## src/hw/rtl/tog_pkg.sv

```systemverilog
`timescale 1ns / 1ps
// ----------------------------------------------------------------------------
// tog_pkg
// Shared types and codes of the tuple odometer generator.
// ----------------------------------------------------------------------------
package tog_pkg;

    localparam int CFG_INDEX_W = 3;
    localparam int CFG_DATA_W  = 16;
    localparam int RC_W        = 16;
    localparam int OUT_W       = 16;
    localparam int COUNT_W     = 3;
    localparam int OUT_COLUMNS = 6;

    typedef enum logic [1:0] {
        MODE_PRODUCT   = 2'd0,
        MODE_SEQUENCE  = 2'd1,
        MODE_ASCENDING = 2'd2,
        MODE_PRODUCT_B = 2'd3
    } t_mode;

    localparam logic [CFG_INDEX_W-1:0] CFG_MODE         = 3'd0;
    localparam logic [CFG_INDEX_W-1:0] CFG_COLUMN_COUNT = 3'd1;
    localparam logic [CFG_INDEX_W-1:0] CFG_ROW_COUNT_0  = 3'd2;

    typedef enum logic [2:0] {
        ST_IDLE,
        ST_LOAD,
        ST_SEQ_CHECK,
        ST_SEQ_WRITE,
        ST_CARRY,
        ST_FIX,
        ST_FINISH
    } t_state;

    // flags of the shared add/compare unit
    typedef struct packed {
        logic ge;   // operand + incr reaches the row count
        logic le;   // other operand not above operand
    } t_cmp_flags;

endpackage

```

## src/hw/rtl/tog_step_unit.sv

```systemverilog
`timescale 1ns / 1ps
// ----------------------------------------------------------------------------
// tog_step_unit
// Shared increment and row-count compare used by every sequencer step.
// ----------------------------------------------------------------------------
module tog_step_unit #(
    parameter int ROW_BITS = 16
) (
    input  logic [ROW_BITS-1:0]      i_operand,
    input  logic                     i_incr,
    input  logic [tog_pkg::RC_W-1:0] i_row_count,
    input  logic [ROW_BITS-1:0]      i_other,
    output logic [ROW_BITS-1:0]      o_sum,
    output tog_pkg::t_cmp_flags      o_flags
);
    import tog_pkg::*;

    localparam int CMP_W = ((ROW_BITS > RC_W) ? ROW_BITS : RC_W) + 1;

    logic [CMP_W-1:0] w_sum;

    assign w_sum       = CMP_W'(i_operand) + CMP_W'(i_incr);
    assign o_sum       = w_sum[ROW_BITS-1:0];
    assign o_flags.ge  = (w_sum >= CMP_W'(i_row_count));
    assign o_flags.le  = (i_other <= i_operand);

endmodule

```

## src/hw/rtl/tuple_odometer_generator.sv

```systemverilog
`timescale 1ns / 1ps
// ----------------------------------------------------------------------------
// tuple_odometer_generator
// Product, lockstep and strictly ascending index tuple enumerator.
// ----------------------------------------------------------------------------
// A restart loads, and an advance steps, the columns in use one column per
// cycle through the single add/compare unit; an exhausted advance goes
// straight to the output register. One item at a time: the next item is
// taken once the result sits in the output register. reset: all indices
// zero, not exhausted, mode product, one column, every row count one.
module tuple_odometer_generator #(
    parameter int MAX_COLUMNS = 6,
    parameter int ROW_BITS    = 16
) (
    input  logic                            i_clk,
    input  logic                            i_rst_n,
    input  logic                            i_cfg_we,
    input  logic [tog_pkg::CFG_INDEX_W-1:0] i_cfg_index,
    input  logic [tog_pkg::CFG_DATA_W-1:0]  i_cfg_data,
    input  logic                            i_in_valid,
    output logic                            o_in_stall,
    input  logic                            i_restart,
    output logic                            o_out_valid,
    input  logic                            i_out_stall,
    output logic                            o_valid_res,
    output logic [tog_pkg::OUT_W-1:0]       o_index_0,
    output logic [tog_pkg::OUT_W-1:0]       o_index_1,
    output logic [tog_pkg::OUT_W-1:0]       o_index_2,
    output logic [tog_pkg::OUT_W-1:0]       o_index_3,
    output logic [tog_pkg::OUT_W-1:0]       o_index_4,
    output logic [tog_pkg::OUT_W-1:0]       o_index_5
);
    import tog_pkg::*;

    localparam int COL_W = (MAX_COLUMNS > 1) ? $clog2(MAX_COLUMNS) : 1;

    // configuration
    t_mode                r_mode;
    logic [COUNT_W-1:0]   r_col_count;
    logic [RC_W-1:0]      r_row_count [MAX_COLUMNS];

    // enumeration state
    t_state               r_state, n_state;
    logic [ROW_BITS-1:0]  r_idx [MAX_COLUMNS];
    logic                 r_exh, n_exh;
    logic [COL_W-1:0]     r_col, n_col;
    logic [ROW_BITS-1:0]  r_prev, n_prev;

    // output register
    logic                 r_out_valid;
    logic                 r_valid_res;
    logic [OUT_W-1:0]     r_out_idx [OUT_COLUMNS];

    logic [COUNT_W-1:0]   w_n;
    logic                 w_last;
    logic                 w_accept;
    logic                 w_out_take;
    logic                 w_load_out;
    logic                 w_clear_idx;
    logic                 w_idx_we;
    logic [ROW_BITS-1:0]  w_idx_wdata;
    logic [ROW_BITS-1:0]  w_cur;
    logic [RC_W-1:0]      w_cur_rc;
    logic [ROW_BITS-1:0]  w_operand;
    logic                 w_incr;
    logic [ROW_BITS-1:0]  w_sum;
    t_cmp_flags           w_flags;
    logic [OUT_W-1:0]     w_col_out [OUT_COLUMNS];

    assign w_n      = (r_col_count > COUNT_W'(MAX_COLUMNS)) ? COUNT_W'(MAX_COLUMNS)
                                                             : r_col_count;
    assign w_last   = (COUNT_W'(r_col) == (w_n - COUNT_W'(1)));
    assign w_cur    = r_idx[r_col];
    assign w_cur_rc = r_row_count[r_col];

    assign o_in_stall = (r_state != ST_IDLE);
    assign w_accept   = i_in_valid && !o_in_stall;
    assign w_out_take = r_out_valid && !i_out_stall;

    // ---------------------------------------------------------------- config
    always_ff @(posedge i_clk) begin
        if (!i_rst_n) begin
            r_mode      <= MODE_PRODUCT;
            r_col_count <= COUNT_W'(1);
            for (int c = 0; c < MAX_COLUMNS; c++) begin
                r_row_count[c] <= RC_W'(1);
            end
        end else if (i_cfg_we) begin
            if (i_cfg_index == CFG_MODE) begin
                r_mode <= t_mode'(i_cfg_data[1:0]);
            end
            if (i_cfg_index == CFG_COLUMN_COUNT) begin
                r_col_count <= i_cfg_data[COUNT_W-1:0];
            end
            for (int c = 0; c < MAX_COLUMNS; c++) begin
                if (i_cfg_index == CFG_ROW_COUNT_0 + CFG_INDEX_W'(c)) begin
                    r_row_count[c] <= i_cfg_data[RC_W-1:0];
                end
            end
        end
    end

    // ------------------------------------------------------------ step unit
    always_comb begin
        w_operand = w_cur;
        w_incr    = 1'b1;
        if (r_state == ST_LOAD) begin
            w_operand = (r_mode == MODE_ASCENDING) ? ROW_BITS'(r_col) : '0;
            w_incr    = 1'b0;
        end else if (r_state == ST_FIX) begin
            w_operand = r_prev;
        end
    end

    tog_step_unit #(
        .ROW_BITS (ROW_BITS)
    ) u_step (
        .i_operand   (w_operand),
        .i_incr      (w_incr),
        .i_row_count (w_cur_rc),
        .i_other     (w_cur),
        .o_sum       (w_sum),
        .o_flags     (w_flags)
    );

    // ------------------------------------------------------------ sequencer
    always_comb begin
        n_state     = r_state;
        n_exh       = r_exh;
        n_col       = r_col;
        n_prev      = r_prev;
        w_clear_idx = 1'b0;
        w_idx_we    = 1'b0;
        w_idx_wdata = w_sum;
        w_load_out  = 1'b0;
        unique case (r_state)
            ST_IDLE: begin
                if (w_accept) begin
                    n_col = '0;
                    if (i_restart) begin
                        w_clear_idx = 1'b1;
                        n_exh       = (w_n == '0);
                        n_state     = (w_n == '0) ? ST_FINISH : ST_LOAD;
                    end else if (r_exh) begin
                        n_state = ST_FINISH;
                    end else if (w_n == '0) begin
                        n_exh   = 1'b1;
                        n_state = ST_FINISH;
                    end else if (r_mode == MODE_SEQUENCE) begin
                        n_state = ST_SEQ_CHECK;
                    end else begin
                        n_col   = COL_W'(w_n - COUNT_W'(1));
                        n_state = ST_CARRY;
                    end
                end
            end
            ST_LOAD: begin
                if (w_flags.ge) begin
                    n_exh   = 1'b1;
                    n_state = ST_FINISH;
                end else begin
                    w_idx_we = 1'b1;
                    if (w_last) begin
                        n_state = ST_FINISH;
                    end else begin
                        n_col = r_col + COL_W'(1);
                    end
                end
            end
            ST_SEQ_CHECK: begin
                // nothing moves unless every column can step
                if (w_flags.ge) begin
                    n_exh   = 1'b1;
                    n_state = ST_FINISH;
                end else if (w_last) begin
                    n_col   = '0;
                    n_state = ST_SEQ_WRITE;
                end else begin
                    n_col = r_col + COL_W'(1);
                end
            end
            ST_SEQ_WRITE: begin
                w_idx_we = 1'b1;
                if (w_last) begin
                    n_state = ST_FINISH;
                end else begin
                    n_col = r_col + COL_W'(1);
                end
            end
            ST_CARRY: begin
                w_idx_we = 1'b1;
                if (w_flags.ge) begin
                    w_idx_wdata = '0;
                    if (r_col == '0) begin
                        n_exh   = 1'b1;
                        n_state = ST_FINISH;
                    end else begin
                        n_col = r_col - COL_W'(1);
                    end
                end else if (r_mode == MODE_ASCENDING && !w_last) begin
                    // carry stopped above the last column: fix up ordering
                    n_prev  = (r_col == '0) ? w_sum : r_idx[0];
                    n_col   = COL_W'(1);
                    n_state = ST_FIX;
                end else begin
                    n_state = ST_FINISH;
                end
            end
            ST_FIX: begin
                if (w_flags.le && w_flags.ge) begin
                    n_exh   = 1'b1;
                    n_state = ST_FINISH;
                end else begin
                    if (w_flags.le) begin
                        w_idx_we = 1'b1;
                        n_prev   = w_sum;
                    end else begin
                        n_prev = w_cur;
                    end
                    if (w_last) begin
                        n_state = ST_FINISH;
                    end else begin
                        n_col = r_col + COL_W'(1);
                    end
                end
            end
            ST_FINISH: begin
                if (!r_out_valid || !i_out_stall) begin
                    w_load_out = 1'b1;
                    n_state    = ST_IDLE;
                end
            end
            default: begin
                n_state = ST_IDLE;
            end
        endcase
    end

    always_ff @(posedge i_clk) begin
        if (!i_rst_n) begin
            r_state <= ST_IDLE;
            r_exh   <= 1'b0;
            r_col   <= '0;
        end else begin
            r_state <= n_state;
            r_exh   <= n_exh;
            r_col   <= n_col;
        end
    end

    always_ff @(posedge i_clk) begin
        r_prev <= n_prev;
    end

    always_ff @(posedge i_clk) begin
        if (!i_rst_n) begin
            for (int c = 0; c < MAX_COLUMNS; c++) begin
                r_idx[c] <= '0;
            end
        end else if (w_clear_idx) begin
            for (int c = 0; c < MAX_COLUMNS; c++) begin
                r_idx[c] <= '0;
            end
        end else if (w_idx_we) begin
            r_idx[r_col] <= w_idx_wdata;
        end
    end

    // --------------------------------------------------------------- output
    for (genvar k = 0; k < OUT_COLUMNS; k++) begin : g_col_out
        if (k < MAX_COLUMNS) begin : g_used
            assign w_col_out[k] = (!r_exh && (COUNT_W'(k) < w_n)) ? OUT_W'(r_idx[k]) : '0;
        end else begin : g_unused
            assign w_col_out[k] = '0;
        end
    end

    always_ff @(posedge i_clk) begin
        if (!i_rst_n) begin
            r_out_valid <= 1'b0;
        end else if (w_load_out) begin
            r_out_valid <= 1'b1;
        end else if (w_out_take) begin
            r_out_valid <= 1'b0;
        end
    end

    always_ff @(posedge i_clk) begin
        if (w_load_out) begin
            r_valid_res <= !r_exh;
            for (int k = 0; k < OUT_COLUMNS; k++) begin
                r_out_idx[k] <= w_col_out[k];
            end
        end
    end

    assign o_out_valid = r_out_valid;
    assign o_valid_res = r_valid_res;
    assign o_index_0   = r_out_idx[0];
    assign o_index_1   = r_out_idx[1];
    assign o_index_2   = r_out_idx[2];
    assign o_index_3   = r_out_idx[3];
    assign o_index_4   = r_out_idx[4];
    assign o_index_5   = r_out_idx[5];

    // ----------------------------------------------------------- assertions
    a_busy_after_transfer : assert property (@(posedge i_clk) disable iff (!i_rst_n)
        w_accept |=> o_in_stall)
        else $error("input taken while a step is still running");

    a_exhausted_sticky : assert property (@(posedge i_clk) disable iff (!i_rst_n)
        (w_accept && !i_restart && r_exh) |=> r_exh)
        else $error("exhaustion cleared without restart");

    a_col_in_range : assert property (@(posedge i_clk) disable iff (!i_rst_n)
        (r_state != ST_IDLE && r_state != ST_FINISH) |-> (COUNT_W'(r_col) < w_n))
        else $error("column pointer beyond columns in use");

    a_exhausted_zero : assert property (@(posedge i_clk) disable iff (!i_rst_n)
        (r_out_valid && !r_valid_res) |-> (r_out_idx[0] == '0 && r_out_idx[1] == '0
            && r_out_idx[2] == '0 && r_out_idx[3] == '0 && r_out_idx[4] == '0
            && r_out_idx[5] == '0))
        else $error("exhausted result carries nonzero indices");

endmodule

```

## config.mk

```make
export PLATFORM = sky130hd
export DESIGN_NAME = tuple_odometer_generator
export DESIGN_NICKNAME = d
export VERILOG_FILES = /design/src/hw/rtl/tog_pkg.sv /design/src/hw/rtl/tog_step_unit.sv /design/src/hw/rtl/tuple_odometer_generator.sv
export SDC_FILE = /design/constraint.sdc
export NUM_CORES = 1
export LEC_CHECK = 0
export BUFFER_PORTS_ARGS = -buffer_cell sky130_fd_sc_hd__buf_2
export CAP_MARGIN = 20
export CORE_ASPECT_RATIO = 1.75
export CORE_MARGIN = 3
export CORE_UTILIZATION = 60
export CTS_BUF_LIST = sky130_fd_sc_hd__clkbuf_8
export DETAILED_ROUTE_END_ITERATION = 16
export PLACE_DENSITY = 0.9
export SLEW_MARGIN = 5
export SYNTH_ARGS = -nofsm -noshare
export SYNTH_HDL_FRONTEND = slang
export SYNTH_SLANG_ARGS = --single-unit
```

## constraint.sdc

```tcl
create_clock -name i_clk -period 17.9 [get_ports i_clk]
set_input_delay 0.895 -clock i_clk [delete_from_list [all_inputs] [get_ports i_clk]]
set_output_delay 0.895 -clock i_clk [all_outputs]
set_load 0.005 [all_outputs]
```

# ---- Yosys cells after proc, flatten, opt, wreduce, memory -nomap -nowiden
# Memory sizes are Yosys's and may differ from the RTL's. A register that Yosys moved wholly into a read port is not among the register bits.
# Cells that the tools add are included.
dict set report totals {
  regBits 30
  mem_bits_rw 288
  input_bits 25
  out_inout_bits 99
  elab_cells 223
  memories 3
}
dict set report classes {
  n_addsub 4
  n_lt_le_gt_ge 9
  eq_ne 31
  n_mux 122
  n_bitwise 12
  n_reduce_logical 34
}
# memory depth word_bits rd rd_ports_with_merged_regs write_ports line_no
set mem_list {}
lappend mem_list {r_idx 6 16 7 1 6 tuple_odometer_generator.sv:44} ;# logic [ROW_BITS-1:0] r_idx [MAX_COLUMNS];
lappend mem_list {r_out_idx 6 16 6 0 6 tuple_odometer_generator.sv:52} ;# logic [OUT_W-1:0] r_out_idx [OUT_COLUMNS];
lappend mem_list {r_row_count 6 16 1 1 6 tuple_odometer_generator.sv:40} ;# logic [RC_W-1:0] r_row_count [MAX_COLUMNS];
# cell n
set ops {}
lappend ops {{two-way mux 16 bit} 28}
lappend ops {{two-way mux 3 bit} 34}
lappend ops {{two-way mux 1 bit} 54}
lappend ops {{one-hot mux 16 bit (2 select lines)} 1}
lappend ops {{== test 3 bit (second input constant)} 7}
lappend ops {{one-hot mux 3 bit (7 select lines)} 1}
lappend ops {{!= test 2 bit (second input constant)} 9}
lappend ops {{one-hot mux 3 bit (6 select lines)} 1}
lappend ops {{adder 16 x 1 -> 17 bit} 1}
lappend ops {{greater-or-equal comparator 17 x 16 -> 1 bit} 1}
lappend ops {{<= comparator 16 bit} 1}
lappend ops {{OR reduction 16 bit} 1}
lappend ops {{== test 3 x 2 -> 1 bit (second input constant)} 4}
lappend ops {{zero test 3 bit} 4}
lappend ops {{!= test 3 bit (second input constant)} 4}
lappend ops {{OR 1 bit} 12}
lappend ops {{logical AND 1 bit} 10}
lappend ops {{AND reduction 4 bit} 2}
lappend ops {{AND reduction 7 bit} 1}
lappend ops {{== test 3 x 1 -> 1 bit (second input constant)} 2}
lappend ops {{less-than comparator 1 x 3 -> 1 bit (first input constant)} 2}
lappend ops {{less-than comparator 2 x 3 -> 1 bit (first input constant)} 2}
lappend ops {{less-than comparator 3 bit (first input constant)} 2}
lappend ops {{AND reduction 6 bit} 1}
lappend ops {{other kinds (18)} 27}

# ---- Logic depth before layout (Yosys ltp)
dict set report depth {
  depth_word 14
  mapped_depth 26
  depth_no_buf 20
}

# ---- Modules after synthesis
# From an unflattened synthesis, not the netlist that was laid out.
dict set report unflattened {
  hier_cells 1272
  area_unflattened_um2 16631.0
}
# module instances cells_each area_per_inst_um2 seq_area_each_um2
set by_module_without_submodules {}
lappend by_module_without_submodules {tuple_odometer_generator 1 1122 15537.4 10440.0}
lappend by_module_without_submodules {tog_step_unit 1 150 1093.5 0.0}

# ---- Worst setup path after synthesis
# OpenSTA, ideal clock, no wires.
dict set report synth_timing {
  kind {input-to-reg}
  from {in i_out_stall}
  to {reg r_valid_res (netlist: o_valid_res), enable pin}
  setup_ns 0.692
  arrival_ns 8.023
  path_slack_ns 9.185
  cell_stages 2
  path_buffers 0
  path_cell_list {nand2_1 -> nor3b_1}
}
dict set report synth_between {
  elab_chain_cells 4
}
# item line_no
set synth_rtl {}
lappend synth_rtl {{start, declared} tuple_odometer_generator.sv:24} ;# input logic i_out_stall,
lappend synth_rtl {{zero test 1 bit} tuple_odometer_generator.sv:228} ;# if (!r_out_valid || !i_out_stall) begin
lappend synth_rtl {{logical OR 1 bit} tuple_odometer_generator.sv:228}
lappend synth_rtl {{two-way mux 1 bit} tuple_odometer_generator.sv:228}
lappend synth_rtl {{two-way mux 1 bit} tuple_odometer_generator.sv:136} ;# unique case (r_state)
lappend synth_rtl {{named net w_load_out} tuple_odometer_generator.sv:58} ;# logic w_load_out;
lappend synth_rtl {{end signal, assigned} tuple_odometer_generator.sv:290} ;# r_valid_res <= !r_exh;
lappend synth_rtl {{end, declared} tuple_odometer_generator.sv:51} ;# logic r_valid_res;
# The timed path passes the listed nets, and every way through them passes these cells.
# A chain may end at the register's enable or synchronous reset.

==> run_results.csv <==
group,metric,value,unit
run_status,status,"complete, no violations",
timing,setup_ws,10.47,ns
grt,grt_pass1_wl,67400,um
hold_path,hold_end,"r_out_idx[4][5]",
clock_tree,cts_resized,0,
clock_tree,clock_sinks,353,
timing,hold_viol_final,0,
detailed_routing,finalWirelength,44400,um
clock_tree,tritoncts,"built",
detailed_routing,postRouteAntennaNets,0,
place,dp_hpwl,32000,um
clock_tree,path_clk_slew,0.07,ns
timing,fin_crit,7.43,ns
critical_path,cp-start-kind,"flip-flop",
grt,antenna_found_initial,4,
synthesis,synth-xor-area-share,1.01,%
synthesis,synth_top_area_share,59.1,%
critical_path,worstRegToRegCells,18,
timing,setup_tns,0,ns
critical_path,crit_path_end_kind,"flip-flop",
synthesis,synth_top_family_by_area,"simple AND/OR/NAND/NOR gates",
critical_path,slowest_delay,0.84,ns
floorplanning,num_rows,81,
detailed_routing,vias,11742,
final_layout,area_growth,10.9,%
critical_path,critPathArrivalTime,7.67,ns
timing,fmax,135,MHz
floorplanning,die_w,134,um
synthesis,ys_seq_area_share,61.0,%
timing,setup_viol,0,
floorplanning,coreArea,28100,sq um
synthesis,yosysMostFrequentCell,"edfxtp_1",
hold_path,hold_path_class,"reg -> reg",
clock_tree,ctsHoldBuffers,0,
place,dp_cells,1797,
clock_tree,root_buffer,"clkbuf_8",
place,place_ws,10.53,ns
critical_path,crit_path_max_fanout,57,
timing,worstMarginPinSlew,1.07,ns
grt,grt.total_usage,29.1,%
critical_path,reg2reg_slack,10.47,ns
synthesis,syn-cell-area,17100,sq um
power_and_ir_drop,powerDensity,154,nW/um^2
timing,whs,0.557,ns
synthesis,syn_nets,1425,
detailed_routing,dr.pass1.iters,6,
detailed_routing,wl_per_cell,23.5,um
final_layout,fin_cells,1888,
synthesis,synthTopCellsByCount,"337 x edfxtp_1, 168 x and2_1, 140 x nor2_1",
critical_path,critPathSlowestCell,"or4_1",
clock_tree,clk_latency,0.62,ns
synthesis,synth_area_leaders,"edfxtp_1 59%, and2_1 6.1%, nor2_1 3.1%",
timing,drv_slew,0,
critical_path,cp.required,18.14,ns
clock_tree,post_cts_buffers,0,
clock_tree,cts_buffer_depth,3,
floorplanning,initial_core_util,61.0,%
synthesis,synth_simple_gate_area_share,16.8,%
synthesis,muxShareOfSynthArea,7.08,%
synthesis,synth_compound_area_share,7.92,%
grt,first_global_vias,11888,
clock_tree,numCtsBuffers,48,
floorplanning,die_area,30700,sq um
critical_path,critPathKind,"reg -> reg",
final_layout,layout-drive-gt1-share,20.2,%
synthesis,async_flop_share,0,%
power_and_ir_drop,p_leak,7.15,nW
timing,fin_crit_sh,41.5,%
place,gp_congestion,1.03,
power_and_ir_drop,power.total,2.93,mW
timing,max-slew-margin-rel,28.6,%
synthesis,synth_top_cell_by_area,"edfxtp_1",
synthesis,synth_flop_cell,"edfxtp_1",
grt,grt_overflow,0,
timing,skew,0.0280,ns
synthesis,synth_edf_count,337,
synthesis,synth_fa_ha_area_share,2.85,%
clock_tree,htree_levels,2,
detailed_routing,drt_iter0_drc,1095,
place,portBuffers,123,
flow_run,max_cap_viol_count,0,
power_and_ir_drop,irDropWorstVdd,0.0000977,V
grt,grt_max_degree,84,
floorplanning,num_io_pins,124,
timing,rsz0062_at_grt,"false",
final_layout,nets,1540,
floorplanning,fp.dieH,229,um
critical_path,crit_chain,"buf_4 > a211oi_1 > o41a_1 > nor4_2 > nor2b_1 > nand2_1 > xnor2_1 > inv_1 > ha_1 > a21o_1 > a21o_1 > a21oi_1 > o21ai_0 > or2_2 > nor4_2 > o21ai_1 > or4_1 > nand2_1",
synthesis,syn_area_per_cell,12.6,sq um
hold_path,hold_start,"r_idx[4][5]",
synthesis,ys_warn_count,0,
critical_path,r2r-end,"r_idx[3][10]",
detailed_routing,drc,0,
hold_path,hold_depth,1,
synthesis,ys_seq_elements,353,
synthesis,ys_types,85,
detailed_routing,viasPerCell,6.22,
synthesis,synth_cells,1361,
## worst max path at each step
stage,slack [ns],cells past startpoint,end,start
floorplan,9.19,2,o_valid_res,i_out_stall
global placement,10.71,18,r_idx[3][10],flip-flop
detailed placement,10.53,18,r_idx[3][10],flip-flop
CTS,10.49,18,r_idx[2][15],flip-flop
global route,9.93,18,r_idx[2][15],flip-flop
finish,10.47,18,r_idx[3][10],flip-flop
## final cells by class
type | instances | area [sq um]
Multi-Input combinational cell | 886 | 6160
Sequential cell | 353 | 10400
Timing Repair Buffer | 140 | 747
Fill cell | 2003 | 9090
Clock buffer | 48 | 661
Antenna cell | 2 | 5.00
Inverter | 47 | 176
Tap cell | 373 | 467
Clock inverter | 39 | 318
## through the flow
step	util (%)	instance area (sq um)
6_report	67.6	19000
5_1_grt	67.6	19000
4_1_cts	67.5	19000
3_5_place_dp	64.0	18000
3_3_place_gp	64.0	18000
2_1_floorplan	-	17100
## worst max-delay path: cells and delay by family, from the launching register on
kind	cells	cell delay, ns
AO/OA/AOI/OAI	7	1.55
XOR/XNOR	1	0.27
adder cells (fa/ha/maj)	1	0.32
buffers and inverters	2	0.90
flip-flops	1	0.73
AND/OR/NAND/NOR	7	3.24
## flip-flops by register name, summed over array words and instances (netlist names), named ones only
register / count
r_exh: 1
r_mode: 2
r_col: 3
o_out_valid: 1
o_valid_res: 1
r_out_idx: 96
r_state: 3
r_idx: 128
r_row_count: 96
r_col_count: 3
r_prev: 16
## metal layers
layer | up-vias | share of wire, % | wire length (um) | global-route usage, %
met1 | 5600 | 31 | 14000 | 29.2
met2 | 675 | 53 | 23800 | 52.5
met4 | 0 | 8.3 | 3710 | 22.3
li1 | 5232 | - | - | -
met5 | - | 0 | 0 | 0
met3 | 235 | 6.8 | 3010 | 5.23
## report_power, final
part | total, mW | internal [mW] | switching [mW]
registers | 1.13 | 1.05 | 0.0802
logic | 1.16 | 0.397 | 0.764
clock network | 0.639 | 0.328 | 0.312
total | 2.93 | 1.77 | 1.16
## kinds of logic after synthesis
kind of cell    after synthesis
simple gates                538
flops                       353
compound gates              202
buf+inv                     122
mux                          89
fa+ha+maj                    39
xor+xnor                     18
## layout by cell type (no fill, tap or decap), drive strengths merged, types with 6 or more instances in the layout
| cell | n |
|---|---|
| a21oi | 39 |
| nand2 | 85 |
| buf | 140 |
| mux2 | 33 |
| nor2b | 21 |
| dfxtp | 16 |
| and2 | 169 |
| and3 | 36 |
| mux4 | 22 |
| o21a | 9 |
| ha | 39 |
| edfxtp | 337 |
| mux2i | 34 |
| clkinv | 23 |
| nor3 | 16 |
| a211oi | 17 |
| xnor2 | 14 |
| nand2b | 16 |
| nand4 | 6 |
| nand3 | 12 |
| nor2 | 147 |
| a21o | 11 |
| clkbuf | 48 |
| or4 | 6 |
| inv | 56 |
| o22ai | 22 |
| o21ai | 48 |
(Power assumes the default switching activity.)
